`src/hdl/host_address_pool_allocator_top_macros.svh`:
```
// Assertion macros for the host address pool allocator.
// Included by the modules that check their own logic; no other dependencies.
`ifndef HOST_ADDRESS_POOL_ALLOCATOR_TOP_MACROS_SVH
`define HOST_ADDRESS_POOL_ALLOCATOR_TOP_MACROS_SVH

`ifndef SYNTH
// Same-cycle implication, disabled in reset
`define HAPA_ASSERT_IMP(label, clk, rst_n, ante, cons) \
	label: assert property (@(posedge clk) disable iff (!rst_n) (ante) |-> (cons)) \
		else $error("hapa assertion failed");
// Next-cycle implication, disabled in reset
`define HAPA_ASSERT_NXT(label, clk, rst_n, ante, cons) \
	label: assert property (@(posedge clk) disable iff (!rst_n) (ante) |=> (cons)) \
		else $error("hapa assertion failed");
`else
`define HAPA_ASSERT_IMP(label, clk, rst_n, ante, cons)
`define HAPA_ASSERT_NXT(label, clk, rst_n, ante, cons)
`endif

`endif

```
`src/hdl/hapa_pkg.sv`:
```
// Shared types and constants of the host address pool allocator.
// No dependencies; imported by every module of the block except hapa_ram.
package hapa_pkg;

	localparam int unsigned DEVICE_SLOTS_DEF = 256;
	localparam int unsigned FIRST_HOST_DEF   = 2;
	localparam int unsigned LAST_HOST_DEF    = 254;

	localparam int unsigned RING_DEPTH = 256;
	localparam int unsigned RING_AW    = 8;
	localparam int unsigned HOST_W     = 8;
	localparam int unsigned DEV_ID_W   = 8;
	localparam int unsigned PREFIX_W   = 24;
	localparam int unsigned STATUS_W   = 3;
	localparam int unsigned ADDR_W     = 32;
	localparam int unsigned COUNT_W    = 9;

	localparam logic [PREFIX_W-1:0] PREFIX_RESET = {8'd192, 8'd168, 8'd1};

	// Operation codes
	localparam logic FUNC_CONNECT    = 1'b0;
	localparam logic FUNC_DISCONNECT = 1'b1;

	// Result status codes
	localparam logic [STATUS_W-1:0] ST_NEW      = 3'd0;
	localparam logic [STATUS_W-1:0] ST_ALREADY  = 3'd1;
	localparam logic [STATUS_W-1:0] ST_EMPTY    = 3'd2;
	localparam logic [STATUS_W-1:0] ST_RELEASED = 3'd3;
	localparam logic [STATUS_W-1:0] ST_NOT_CONN = 3'd4;

	typedef struct packed {
		logic                func;
		logic [DEV_ID_W-1:0] device_id;
	} alloc_req_t;

	typedef struct packed {
		logic [STATUS_W-1:0] status;
		logic [ADDR_W-1:0]   ip_address;
	} alloc_rsp_t;

	// Commands from the controller to the free ring
	typedef struct packed {
		logic               fill;
		logic [RING_AW-1:0] fill_idx;
		logic               rd;
		logic               pop;
		logic               push;
		logic [HOST_W-1:0]  push_host;
	} ring_ctl_t;

	typedef struct packed {
		logic [COUNT_W-1:0] count;
	} ring_stat_t;

endpackage

```
`src/hdl/hapa_ram.sv`:
```
// Generic single-write, single-read synchronous RAM with registered read data.
// No dependencies.
module hapa_ram #(
	parameter int unsigned WIDTH = 8,
	parameter int unsigned DEPTH = 256
) (
	input  logic                     clk,
	input  logic                     we,
	input  logic [$clog2(DEPTH)-1:0] waddr,
	input  logic [WIDTH-1:0]         wdata,
	input  logic                     re,
	input  logic [$clog2(DEPTH)-1:0] raddr,
	output logic [WIDTH-1:0]         rdata
);

	logic [WIDTH-1:0] mem [DEPTH];

	// Write port and registered read port
	always_ff @(posedge clk) begin
		if (we) begin
			mem[waddr] <= wdata;
		end
		if (re) begin
			rdata <= mem[raddr];
		end
	end

endmodule

```
`src/hdl/hapa_slot_map.sv`:
```
// Maps a device number onto its slot of the device table (number mod slots).
// Depends on hapa_pkg.
module hapa_slot_map #(
	parameter int unsigned DEVICE_SLOTS = hapa_pkg::DEVICE_SLOTS_DEF
) (
	input  logic [hapa_pkg::DEV_ID_W-1:0]   device_id,
	output logic [$clog2(DEVICE_SLOTS)-1:0] slot
);

	import hapa_pkg::*;

	localparam int unsigned SlotW  = $clog2(DEVICE_SLOTS);
	localparam int unsigned IdSpan = 1 << DEV_ID_W;

	logic [SlotW-1:0] slot_tab [IdSpan];

	// Build the constant remainder table at elaboration
	for (genvar g = 0; g < IdSpan; g++) begin : g_tab
		localparam int unsigned SlotVal = g % DEVICE_SLOTS;
		assign slot_tab[g] = SlotW'(SlotVal);
	end

	assign slot = slot_tab[device_id];

endmodule

```
`src/hdl/hapa_ring.sv`:
```
// Free list of host numbers: ring memory with head, tail and fill count.
// Depends on hapa_pkg and hapa_ram.
module hapa_ring #(
	parameter int unsigned FIRST_HOST = hapa_pkg::FIRST_HOST_DEF,
	parameter int unsigned LAST_HOST  = hapa_pkg::LAST_HOST_DEF
) (
	input  logic                        clk,
	input  logic                        arst_n,
	input  hapa_pkg::ring_ctl_t         ctl,
	output logic [hapa_pkg::HOST_W-1:0] head_host,
	output hapa_pkg::ring_stat_t        stat
);

	import hapa_pkg::*;

	localparam int unsigned HostSpan =
		(LAST_HOST >= FIRST_HOST) ? (LAST_HOST - FIRST_HOST + 1) : 0;

	logic [RING_AW-1:0] head_q;
	logic [RING_AW-1:0] tail_q;
	logic [COUNT_W-1:0] count_q;
	logic               full;
	logic               push_ok;
	logic               we;
	logic [RING_AW-1:0] waddr;
	logic [HOST_W-1:0]  wdata;
	logic [HOST_W-1:0]  fill_val;

	assign full    = (count_q == COUNT_W'(RING_DEPTH));
	assign push_ok = ctl.push && !full;

	// Initial contents: ascending host numbers, zero past the span
	assign fill_val = (COUNT_W'(ctl.fill_idx) < COUNT_W'(HostSpan))
		? (HOST_W'(FIRST_HOST) + HOST_W'(ctl.fill_idx)) : '0;

	// Select sweep write or tail write
	assign we    = ctl.fill || push_ok;
	assign waddr = ctl.fill ? ctl.fill_idx : tail_q;
	assign wdata = ctl.fill ? fill_val : ctl.push_host;

	hapa_ram #(
		.WIDTH(HOST_W),
		.DEPTH(RING_DEPTH)
	) u_ring_ram (
		.clk  (clk),
		.we   (we),
		.waddr(waddr),
		.wdata(wdata),
		.re   (ctl.rd),
		.raddr(head_q),
		.rdata(head_host)
	);

	// Advance pointers and count
	always_ff @(posedge clk or negedge arst_n) begin
		if (!arst_n) begin
			head_q  <= '0;
			tail_q  <= RING_AW'(HostSpan % RING_DEPTH);
			count_q <= COUNT_W'(HostSpan);
		end else begin
			if (ctl.pop) begin
				head_q  <= head_q + 1'b1;
				count_q <= count_q - 1'b1;
			end else if (push_ok) begin
				tail_q  <= tail_q + 1'b1;
				count_q <= count_q + 1'b1;
			end
		end
	end

	assign stat.count = count_q;

endmodule

```
`src/hdl/host_address_pool_allocator_top.sv`:
```
// Top level of the host address pool allocator: control, device table, prefix.
// Depends on hapa_pkg, hapa_ram, hapa_slot_map, hapa_ring and the macro header.
`include "host_address_pool_allocator_top_macros.svh"
//
// Usage:
// Request channel: start with req {func, device_id}; an item is taken at a
// rising edge where start is high and busy is low. func connect binds a free
// host to the device, func disconnect returns it to the tail of the pool.
// Result channel: done is high for one cycle with rsp {status, ip_address};
// there is no backpressure, the result must be taken in that cycle.
// Configuration: cfg_valid / cfg_ready / cfg_data write the 24-bit network
// prefix; cfg_ready is always high. Write it only while the block is idle.
// An item taken moves the controller to S_EXEC; the result is registered
// there into done and rsp. No new item is taken until the current one has
// left S_EXEC, as the device table and ring memories are read, then updated.
// Reset: busy stays high while a sweep over max(256, DEVICE_SLOTS) entries
// loads the ring with the host numbers and clears the device table; the
// prefix returns to 192.168.1.
module host_address_pool_allocator_top #(
	parameter int unsigned DEVICE_SLOTS = hapa_pkg::DEVICE_SLOTS_DEF,
	parameter int unsigned FIRST_HOST   = hapa_pkg::FIRST_HOST_DEF,
	parameter int unsigned LAST_HOST    = hapa_pkg::LAST_HOST_DEF
) (
	input  logic                          clk,
	input  logic                          arst_n,
	input  logic                          start,
	input  hapa_pkg::alloc_req_t          req,
	output logic                          busy,
	output logic                          done,
	output hapa_pkg::alloc_rsp_t          rsp,
	input  logic                          cfg_valid,
	output logic                          cfg_ready,
	input  logic [hapa_pkg::PREFIX_W-1:0] cfg_data
);

	import hapa_pkg::*;

	localparam int unsigned SlotW      = $clog2(DEVICE_SLOTS);
	localparam int unsigned SweepDepth =
		(DEVICE_SLOTS > RING_DEPTH) ? DEVICE_SLOTS : RING_DEPTH;
	localparam int unsigned SweepW     = $clog2(SweepDepth);
	localparam int unsigned DevW       = HOST_W + 1;

	typedef enum logic [1:0] {
		S_INIT,
		S_IDLE,
		S_EXEC
	} state_t;

	state_t              state_q;
	logic [SweepW-1:0]   sweep_q;
	logic                func_q;
	logic [SlotW-1:0]    slot_q;
	logic                done_q;
	alloc_rsp_t          rsp_q;
	logic [PREFIX_W-1:0] prefix_q;

	logic                accept;
	logic [SlotW-1:0]    slot;
	logic                sweep_last;
	logic                ring_fill;
	logic                dev_clear;

	logic                dev_we;
	logic [SlotW-1:0]    dev_waddr;
	logic [DevW-1:0]     dev_wdata;
	logic [DevW-1:0]     dev_rdata;
	logic                dev_valid;
	logic [HOST_W-1:0]   dev_host;

	ring_ctl_t           ring_ctl;
	ring_stat_t          ring_stat;
	logic [HOST_W-1:0]   ring_host;

	logic [STATUS_W-1:0] exec_status;
	logic [HOST_W-1:0]   exec_host;
	logic                exec_addr_en;
	logic                exec_pop;
	logic                exec_push;
	logic                exec_dev_we;
	logic                exec_dev_valid;

	assign busy      = (state_q != S_IDLE);
	assign accept    = start && (state_q == S_IDLE);
	assign cfg_ready = 1'b1;

	// Hold the network prefix
	always_ff @(posedge clk or negedge arst_n) begin
		if (!arst_n) begin
			prefix_q <= PREFIX_RESET;
		end else if (cfg_valid && cfg_ready) begin
			prefix_q <= cfg_data;
		end
	end

	hapa_slot_map #(
		.DEVICE_SLOTS(DEVICE_SLOTS)
	) u_slot_map (
		.device_id(req.device_id),
		.slot     (slot)
	);

	// Sweep range checks for the two memories
	assign sweep_last = ((SweepW + 1)'(sweep_q) == (SweepW + 1)'(SweepDepth - 1));
	assign ring_fill  = (state_q == S_INIT) &&
		((SweepW + 1)'(sweep_q) < (SweepW + 1)'(RING_DEPTH));
	assign dev_clear  = (state_q == S_INIT) &&
		((SweepW + 1)'(sweep_q) < (SweepW + 1)'(DEVICE_SLOTS));

	assign dev_valid = dev_rdata[DevW-1];
	assign dev_host  = dev_rdata[HOST_W-1:0];

	// Decide the outcome from the table entry and the ring head
	always_comb begin
		exec_status    = ST_NOT_CONN;
		exec_host      = dev_host;
		exec_addr_en   = 1'b0;
		exec_pop       = 1'b0;
		exec_push      = 1'b0;
		exec_dev_we    = 1'b0;
		exec_dev_valid = 1'b0;
		unique case (func_q)
			FUNC_CONNECT: begin
				if (dev_valid) begin
					exec_status  = ST_ALREADY;
					exec_addr_en = 1'b1;
				end else if (ring_stat.count == '0) begin
					exec_status = ST_EMPTY;
				end else begin
					exec_status    = ST_NEW;
					exec_host      = ring_host;
					exec_addr_en   = 1'b1;
					exec_pop       = 1'b1;
					exec_dev_we    = 1'b1;
					exec_dev_valid = 1'b1;
				end
			end
			FUNC_DISCONNECT: begin
				if (dev_valid) begin
					exec_status  = ST_RELEASED;
					exec_addr_en = 1'b1;
					exec_push    = 1'b1;
					exec_dev_we  = 1'b1;
				end
			end
			default: begin
				exec_status = ST_NOT_CONN;
			end
		endcase
	end

	// Device table: sweep clear or update after the read
	assign dev_we    = dev_clear || ((state_q == S_EXEC) && exec_dev_we);
	assign dev_waddr = dev_clear ? sweep_q[SlotW-1:0] : slot_q;
	assign dev_wdata = dev_clear ? '0 : {exec_dev_valid, exec_host};

	hapa_ram #(
		.WIDTH(DevW),
		.DEPTH(DEVICE_SLOTS)
	) u_dev_ram (
		.clk  (clk),
		.we   (dev_we),
		.waddr(dev_waddr),
		.wdata(dev_wdata),
		.re   (accept),
		.raddr(slot),
		.rdata(dev_rdata)
	);

	// Ring commands
	always_comb begin
		ring_ctl.fill      = ring_fill;
		ring_ctl.fill_idx  = sweep_q[RING_AW-1:0];
		ring_ctl.rd        = accept;
		ring_ctl.pop       = (state_q == S_EXEC) && exec_pop;
		ring_ctl.push      = (state_q == S_EXEC) && exec_push;
		ring_ctl.push_host = dev_host;
	end

	hapa_ring #(
		.FIRST_HOST(FIRST_HOST),
		.LAST_HOST (LAST_HOST)
	) u_ring (
		.clk      (clk),
		.arst_n   (arst_n),
		.ctl      (ring_ctl),
		.head_host(ring_host),
		.stat     (ring_stat)
	);

	// Sequence sweep, accept and update; register the result
	always_ff @(posedge clk or negedge arst_n) begin
		if (!arst_n) begin
			state_q <= S_INIT;
			sweep_q <= '0;
			func_q  <= FUNC_CONNECT;
			slot_q  <= '0;
			done_q  <= 1'b0;
			rsp_q   <= '0;
		end else begin
			done_q <= 1'b0;
			unique case (state_q)
				S_INIT: begin
					sweep_q <= sweep_q + 1'b1;
					if (sweep_last) begin
						state_q <= S_IDLE;
					end
				end
				S_IDLE: begin
					if (accept) begin
						func_q  <= req.func;
						slot_q  <= slot;
						state_q <= S_EXEC;
					end
				end
				S_EXEC: begin
					done_q           <= 1'b1;
					rsp_q.status     <= exec_status;
					rsp_q.ip_address <= exec_addr_en ? {prefix_q, exec_host} : '0;
					state_q          <= S_IDLE;
				end
				default: begin
					state_q <= S_IDLE;
				end
			endcase
		end
	end

	assign done = done_q;
	assign rsp  = rsp_q;

	`HAPA_ASSERT_NXT(a_accept_to_exec, clk, arst_n, accept, state_q == S_EXEC)
	`HAPA_ASSERT_NXT(a_exec_gives_done, clk, arst_n, state_q == S_EXEC, done)
	`HAPA_ASSERT_IMP(a_no_addr_on_fail, clk, arst_n, done && (rsp.status == ST_EMPTY || rsp.status == ST_NOT_CONN), rsp.ip_address == '0)
	`HAPA_ASSERT_IMP(a_count_bound, clk, arst_n, 1'b1, ring_stat.count <= COUNT_W'(RING_DEPTH))

endmodule

```
`config.mk`:
```
export PLATFORM = sky130hd
export DESIGN_NAME = host_address_pool_allocator_top
export DESIGN_NICKNAME = d
export VERILOG_FILES = /design/src/hdl/hapa_pkg.sv /design/src/hdl/hapa_ram.sv /design/src/hdl/hapa_slot_map.sv /design/src/hdl/hapa_ring.sv /design/src/hdl/host_address_pool_allocator_top.sv
export VERILOG_INCLUDE_DIRS = /design/src /design/src/hdl
export SDC_FILE = /design/constraint.sdc
export NUM_CORES = 2
export LEC_CHECK = 0
export BUFFER_PORTS_ARGS = -buffer_cell sky130_fd_sc_hd__buf_2
export CAP_MARGIN = 25
export CORE_ASPECT_RATIO = 0.8
export CORE_MARGIN = 8
export CORE_UTILIZATION = 45
export CTS_CLUSTER_SIZE = 16
export DETAILED_ROUTE_END_ITERATION = 7
export HOLD_SLACK_MARGIN = 0.05
export SLEW_MARGIN = 10
export SYNTH_ARGS = -nofsm -noshare
export SYNTH_HDL_FRONTEND = slang
export SYNTH_MEMORY_MAX_BITS = 65536
export SYNTH_SLANG_ARGS = --single-unit
```
`constraint.sdc`:
```
create_clock -name clk -period 12.65 [get_ports clk]
set_clock_uncertainty 0.05 [all_clocks]
set_input_delay 1.265 -clock clk [delete_from_list [all_inputs] [get_ports clk]]
set_output_delay 1.265 -clock clk [all_outputs]
set_load 0.005 [all_outputs]
```
After elaboration in Yosys (flattened, before gate mapping)
Memory sizes are Yosys's and may differ from the RTL's. A register that Yosys moved wholly into a read port is not among the register bits. Cells that the tools add are included.

Latch bits: 0. Memory bits (writable): 4352. Memories: 3. Output and inout port bits: 38. Input port bits: 37. Bits in registers: 104. Logic and storage cells: 79. ROM bits: 2048.

$lt $le $gt $ge: 2. Div/mod/pow operators: 0. Equal/unequal tests: 7. Bitwise logic cells: 3. Muxes and demuxes: 33. Multipliers: 0. Reductions and logical operators: 14. Shift operators: 0. $add $sub $neg: 6.

Memory list: u_dev_ram.mem (depth 256, bits a word 9, rd ports 1, clocked after Yosys merged registers in 1, wr ports 1, RTL line hapa_ram.sv:16) `logic [WIDTH-1:0] mem [DEPTH];`; (name not given) (depth 256, bits a word 8, rd ports 1, clocked after Yosys merged registers in 0, wr ports 0, RTL line hapa_slot_map.sv:23) `assign slot = slot_tab[device_id];`; u_ring.u_ring_ram.mem (depth 256, bits a word 8, rd ports 1, clocked after Yosys merged registers in 1, wr ports 1, RTL line hapa_ram.sv:16).

Operator list (number): two-way mux 8 bit (9); two-way mux 32 bit (1); two-way mux 9 bit (3); adder 8 x 1 -> 8 bit (second input constant) (3); two-way mux 1 bit (11); adder 9 x 1 -> 9 bit (second input constant) (1); == test 9 bit (second input constant) (1); >= comparator 9 bit (second input constant) (1); logical NOT 9 bit (1); NOT 8 -> 9 bit (1); subtractor 9 x 1 -> 9 bit (second input constant) (1); adder 2 x 8 -> 8 bit (first input constant) (1); == test 8 bit (second input constant) (1); less-than comparator 8 bit (second input constant) (1); two-way mux 2 bit (4); one-hot mux 3 bit (2 select lines) (1); AND reduction 2 bit (3); logical AND 1 bit (5); inequality test 2 bit (second input constant) (2); one-hot mux 1 bit (2 select lines) (2); one-hot mux 2 bit (2 select lines) (1); two-way mux 3 bit (1); == test 2 x 1 -> 1 bit (second input constant) (1); == test 2 bit (second input constant) (1); other kinds (6) (8).

Longest topological paths before layout
Depth in word-level cells: 8. Depth in mapped cells: 12. Mapped depth without buffers: 8.

Hierarchy
Synthesis repeated with hierarchy kept, for this count alone.

Cell total of the unflattened synthesis: 8454. Area total of the unflattened synthesis: 174491.1 um^2.

By module, submodules not included: hapa_ram (u_dev_ram) (area each 89368.2 um^2, cells an instance 4237, instances 1, seq. area each 69456.6 um^2); hapa_ram (u_ring.u_ring_ram) (area each 79636.4 um^2, cells an instance 3733, instances 1, seq. area each 61739.2 um^2); host_address_pool_allocator_top (area each 3734.8 um^2, cells an instance 313, instances 1, seq. area each 1984.4 um^2); hapa_ring (area each 1691.6 um^2, cells an instance 163, instances 1, seq. area each 643.1 um^2); hapa_slot_map (area each 60.1 um^2, cells an instance 8, instances 1, seq. area each 0.0 um^2).

Worst setup path before layout
No wires, ideal clock.

Path type: register to register. Start point: register state_q[1]. End point: memory u_ring.u_ring_ram.mem[0][3] (data pin). Library setup time: 2.232 ns. Path slack: -1.354 ns. Required time: 10.368 ns. Buffers on the path: 3. Arrival time: 11.721 ns. Cell stages (with the launch flop): 6. Period minus slack after synthesis: 14.004 ns. Cell sequence: dfrtp_1 -> or2_2 -> clkbuf_1 -> clkbuf_1 -> buf_1 -> o31ai_1.

Longest elaborated chain between the ends: 2.

RTL lines: start: declaration (RTL line host_address_pool_allocator_top.sv:50) `state_t state_q;`; start signal: assignment (RTL line host_address_pool_allocator_top.sv:194) `state_q <= S_INIT;`; start signal: assignment (RTL line host_address_pool_allocator_top.sv:206) `state_q <= S_IDLE;`; start signal: assignment (RTL line host_address_pool_allocator_top.sv:213) `state_q <= S_EXEC;`; logical NOT 2 bit (RTL line host_address_pool_allocator_top.sv:105) `assign ring_fill = (state_q == S_INIT) &&`; two-way mux 8 bit (RTL line hapa_ring.sv:39) `assign wdata = ctl.fill ? fill_val : ctl.push_host;`; net u_ring.u_ring_ram.wdata[3] (RTL line hapa_ram.sv:10) `input logic [WIDTH-1:0] wdata,`; end: declaration (RTL line hapa_ram.sv:16).

The timed path passes the listed nets, and every way through them passes these cells.

Worst setup path in the final report
Start point: register u_ring.count_q[4] (netlist: u_ring.stat[4]). End point: memory u_dev_ram.mem[255][5] in the netlist's numbering (data pin).

Longest elaborated chain between the ends: 5.

RTL lines: start: declaration (RTL line hapa_ring.sv:21) `logic [COUNT_W-1:0] count_q;`; start signal: assignment (RTL line hapa_ring.sv:59) `count_q <= COUNT_W'(HostSpan);`; start signal: assignment (RTL line hapa_ring.sv:63) `count_q <= count_q - 1'b1;`; start signal: assignment (RTL line hapa_ring.sv:66) `count_q <= count_q + 1'b1;`; logical NOT 9 bit (RTL line host_address_pool_allocator_top.sv:127) `end else if (ring_stat.count == '0) begin`; two-way mux 8 bit (RTL line host_address_pool_allocator_top.sv:127); two-way mux 8 bit (RTL line host_address_pool_allocator_top.sv:124) `if (dev_valid) begin`; two-way mux 8 bit (RTL line host_address_pool_allocator_top.sv:122) `unique case (func_q)`; two-way mux 9 bit (RTL line host_address_pool_allocator_top.sv:155) `assign dev_wdata = dev_clear ? '0 : {exec_dev_valid, exec_host};`; net dev_wdata[5] (RTL line host_address_pool_allocator_top.sv:66) `logic [DevW-1:0] dev_wdata;`; end: declaration (RTL line hapa_ram.sv:16).

The timed path passes the listed nets, and every way through them passes these cells.

==> run summary <==
fmax = 0.180 GHz
top-area cell type share of the netlist area = 75.5%
drt drc = 0
Post-Syn Instances = 7983
Critical Path Start = u_ring.stat[4]
crit path kind = register to register
largest net degree at the start of global routing = 257
DP Worst Slack = 6.40 ns
CP arrival = 6.07 ns
share of layout cells above drive strength 1 = 26.7%
PwrDens = 208 nW/um^2
leading post-synthesis cells by cell area = edfxtp_1 75%, mux4_2 15%, mux2i_1 1.4%, nor2_1 1.3%, dfrtp_1 1.2%
Synth Cell Area = 174000 um^2
vias in the first global route = 84500
Worst Setup End Kind = register
first-pass GRT wire length = 650000 um
DP Area = 181000 um^2
Worst R2R Start = u_ring.stat[4]
Pleak = 61.6 nW
Critical Path Fanout Max = 90
Iter 0 DRT Violations = 11700
min Tclk post-route = 5.56 ns
Req. time, crit path = 13.16 ns
DPL Wire Length = 275000 um
CTS tree = yes
DRT Pass-1 Iters = 6
routed len/inst = 33.1 um
Core Rows = 204
# IOs = 75
initial antenna violation count = 30
Post-Layout Inst Area = 196000 um^2
Core Box Area = 385000 um^2
Max Cap Viol = 0
CTS Sinks = 4473
Inserted Clock Buffers = 444
Clock Tree Buf Depth = 4
Avg Cell Area, Syn = 21.8 um^2
Ys Warns = 0
RSZ-0062 raised after global routing = no
Clk pin slew, worst setup/hold paths = 0.06 ns
Final Hold Fails = 0
commonest non-fill, non-tap cell in the layout = edfxtp_1
leading area contributor after synthesis = edfxtp_1
EDFF count, synth = 4369
I/O Buffers = 73
Layout Nets = 8413
hold-fix buffers at CTS = 0
via count = 85800
post-route ant nets = 0
synth-to-layout area growth = 12.9%
Setup WS post-layout = 7.09 ns
post-cts resize count = 0
ys async rst share = 2.33%
CP Cell Sequence = or4_1 -> nor4_1 -> nand2b_1 -> mux2i_1 -> nor2_4 -> buf_4 -> buf_4 -> buf_4
clock latency at the later pin of the worst-skew pair = 0.96 ns
Total GRT Usage = 22.1%
most frequent cells in the layout = 4369 x edfxtp_1, 1133 x mux4_2, 560 x nor2_1
sequential-to-total area share from yosys stat = 77.0%
die width = 711 um
CP most frequent cell = buf_4
Primary FF master, synth = edfxtp_1
relative slew slack = 9.00%
VDD IR max = 0.000219 V
actual slew at the worst max-slew pin = 1.37 ns
syn_nets = 8026
H-Tree Depth = 5
CP startpoint kind = register
CTS Root Cell = clkbuf_16
die area = 406000 um^2
min-delay worst type = input port to asynchronous set/reset pin
Initial Util = 45.1%
delay of the slowest cell on the worst path = 0.84 ns
global route overflow = 0
drt total wl = 460000 um
count of cell types in the netlist = 90
Die Ht = 572 um
Pins Over Slew Limit = 0
Worst path slowest cell = buf_4
setup bufs post-CTS = 0
fin crit share = 43.9%
Synth Register Bits = 4473
via/cell ratio = 6.17
final setup vio count = 0
outcome = finished clean
gp weighted congestion = 0.833
[logic make-up after synthesis]
kind of cell | Yosys count | share of synthesized area, %
muxes | 1423 | 16.5
buffers and inverters | 488 | 1.57
other | 1 | 0.00216
xor gates and xnor gates | 35 | 0.176
DFF | 4473 | 77.0
adders and majority gates | 6 | 0.0432
AOI/OAI and AO/OA | 552 | 2.29
and+or+nand+nor | 1005 | 2.45
[final timing paths]
path / endpoint / slack [ns] / cells past startpoint
min in group clk: rsp[27] / 0.42 / 1
min reg2reg: rsp[27] / 0.42 / 1
max: u_dev_ram.mem[255][5] / 7.09 / 8
max in group asynchronous: u_ring.head_q[3] / 10.91 / 2
min: prefix_q[4] / 0.30 / 1
max reg2reg: u_dev_ram.mem[255][5] / 7.09 / 8
[cells in the mapped netlist, types with 22 or more instances]
master	count
edfxtp_1	4369
mux4_2	1133
nor2_1	581
mux2i_1	244
nand2_1	225
clkbuf_1	177
buf_2	128
a22oi_1	88
dfrtp_1	84
buf_4	75
a21oi_1	67
o21ai_0	63
a211oi_1	61
o22ai_1	58
a22o_1	57
nand3_1	45
buf_1	41
mux2_2	36
buf_6	34
a221oi_1	33
nor2b_1	26
o221ai_1	26
xnor2_1	22
[critical path, delay by kind of cell (launching register included)]
kind	cells	cell delay, ns
buf+inv	3	2.28
mux	1	0.27
simple gates	4	1.78
flops	1	0.40
[report_power, final]
group	internal, mW	switching [mW]	leakage, nW	total [mW]
Combinational	2.32	5.86	13.4	8.18
Clock	7.77	5.58	7.21	13.3
Sequential	19.0	0.250	41.0	19.3
Total	29.1	11.7	61.6	40.8
[state kept, by name, indices dropped and copies added (netlist names)]
name                     flops
done                         1
func_q                       1
prefix_q                    24
rsp                         35
slot_q                       8
state_q                      2
sweep_q                      8
u_dev_ram.mem             2304
u_dev_ram.rdata              9
u_ring.head_q                8
u_ring.stat                  9
u_ring.tail_q                8
u_ring.u_ring_ram.mem     2048
u_ring.u_ring_ram.rdata      8
[per-stage QoR]
step,setup TNS (ns),power [mW],hold WS [ns],instances,utilization (%)
after floorplan,-1418.77,25.2,0.410,7983,-
after global placement,0,27.4,0.417,12900,46.7
after detailed placement,0,27.7,0.424,13000,47.0
after CTS,0,40.9,0.233,13900,50.8
after global routing,0,42.0,0.301,13900,50.9
final,0,40.8,0.298,13900,51.0
[metal layers]
layer	GRT usage (%)	part of all wire [%]	up-vias
met1	33.1	42	46300
met5	0	0.019	-
met2	32.6	44	4466
met3	5.38	11	686
met4	6.16	3.0	14
li1	-	-	34300
[area by class of cell]
class                      count  area, um^2
sequential                  4473      134000
clock inverter               290        2980
clock buffer                 537       11800
antenna                        9        22.5
fill                       29800      189000
tap                         5150        6440
inverter                      15        58.8
timing repair buffer         414        3590
multi-input combinational   3022       37600
No activity file was read; power rests on OpenSTA's default activity.
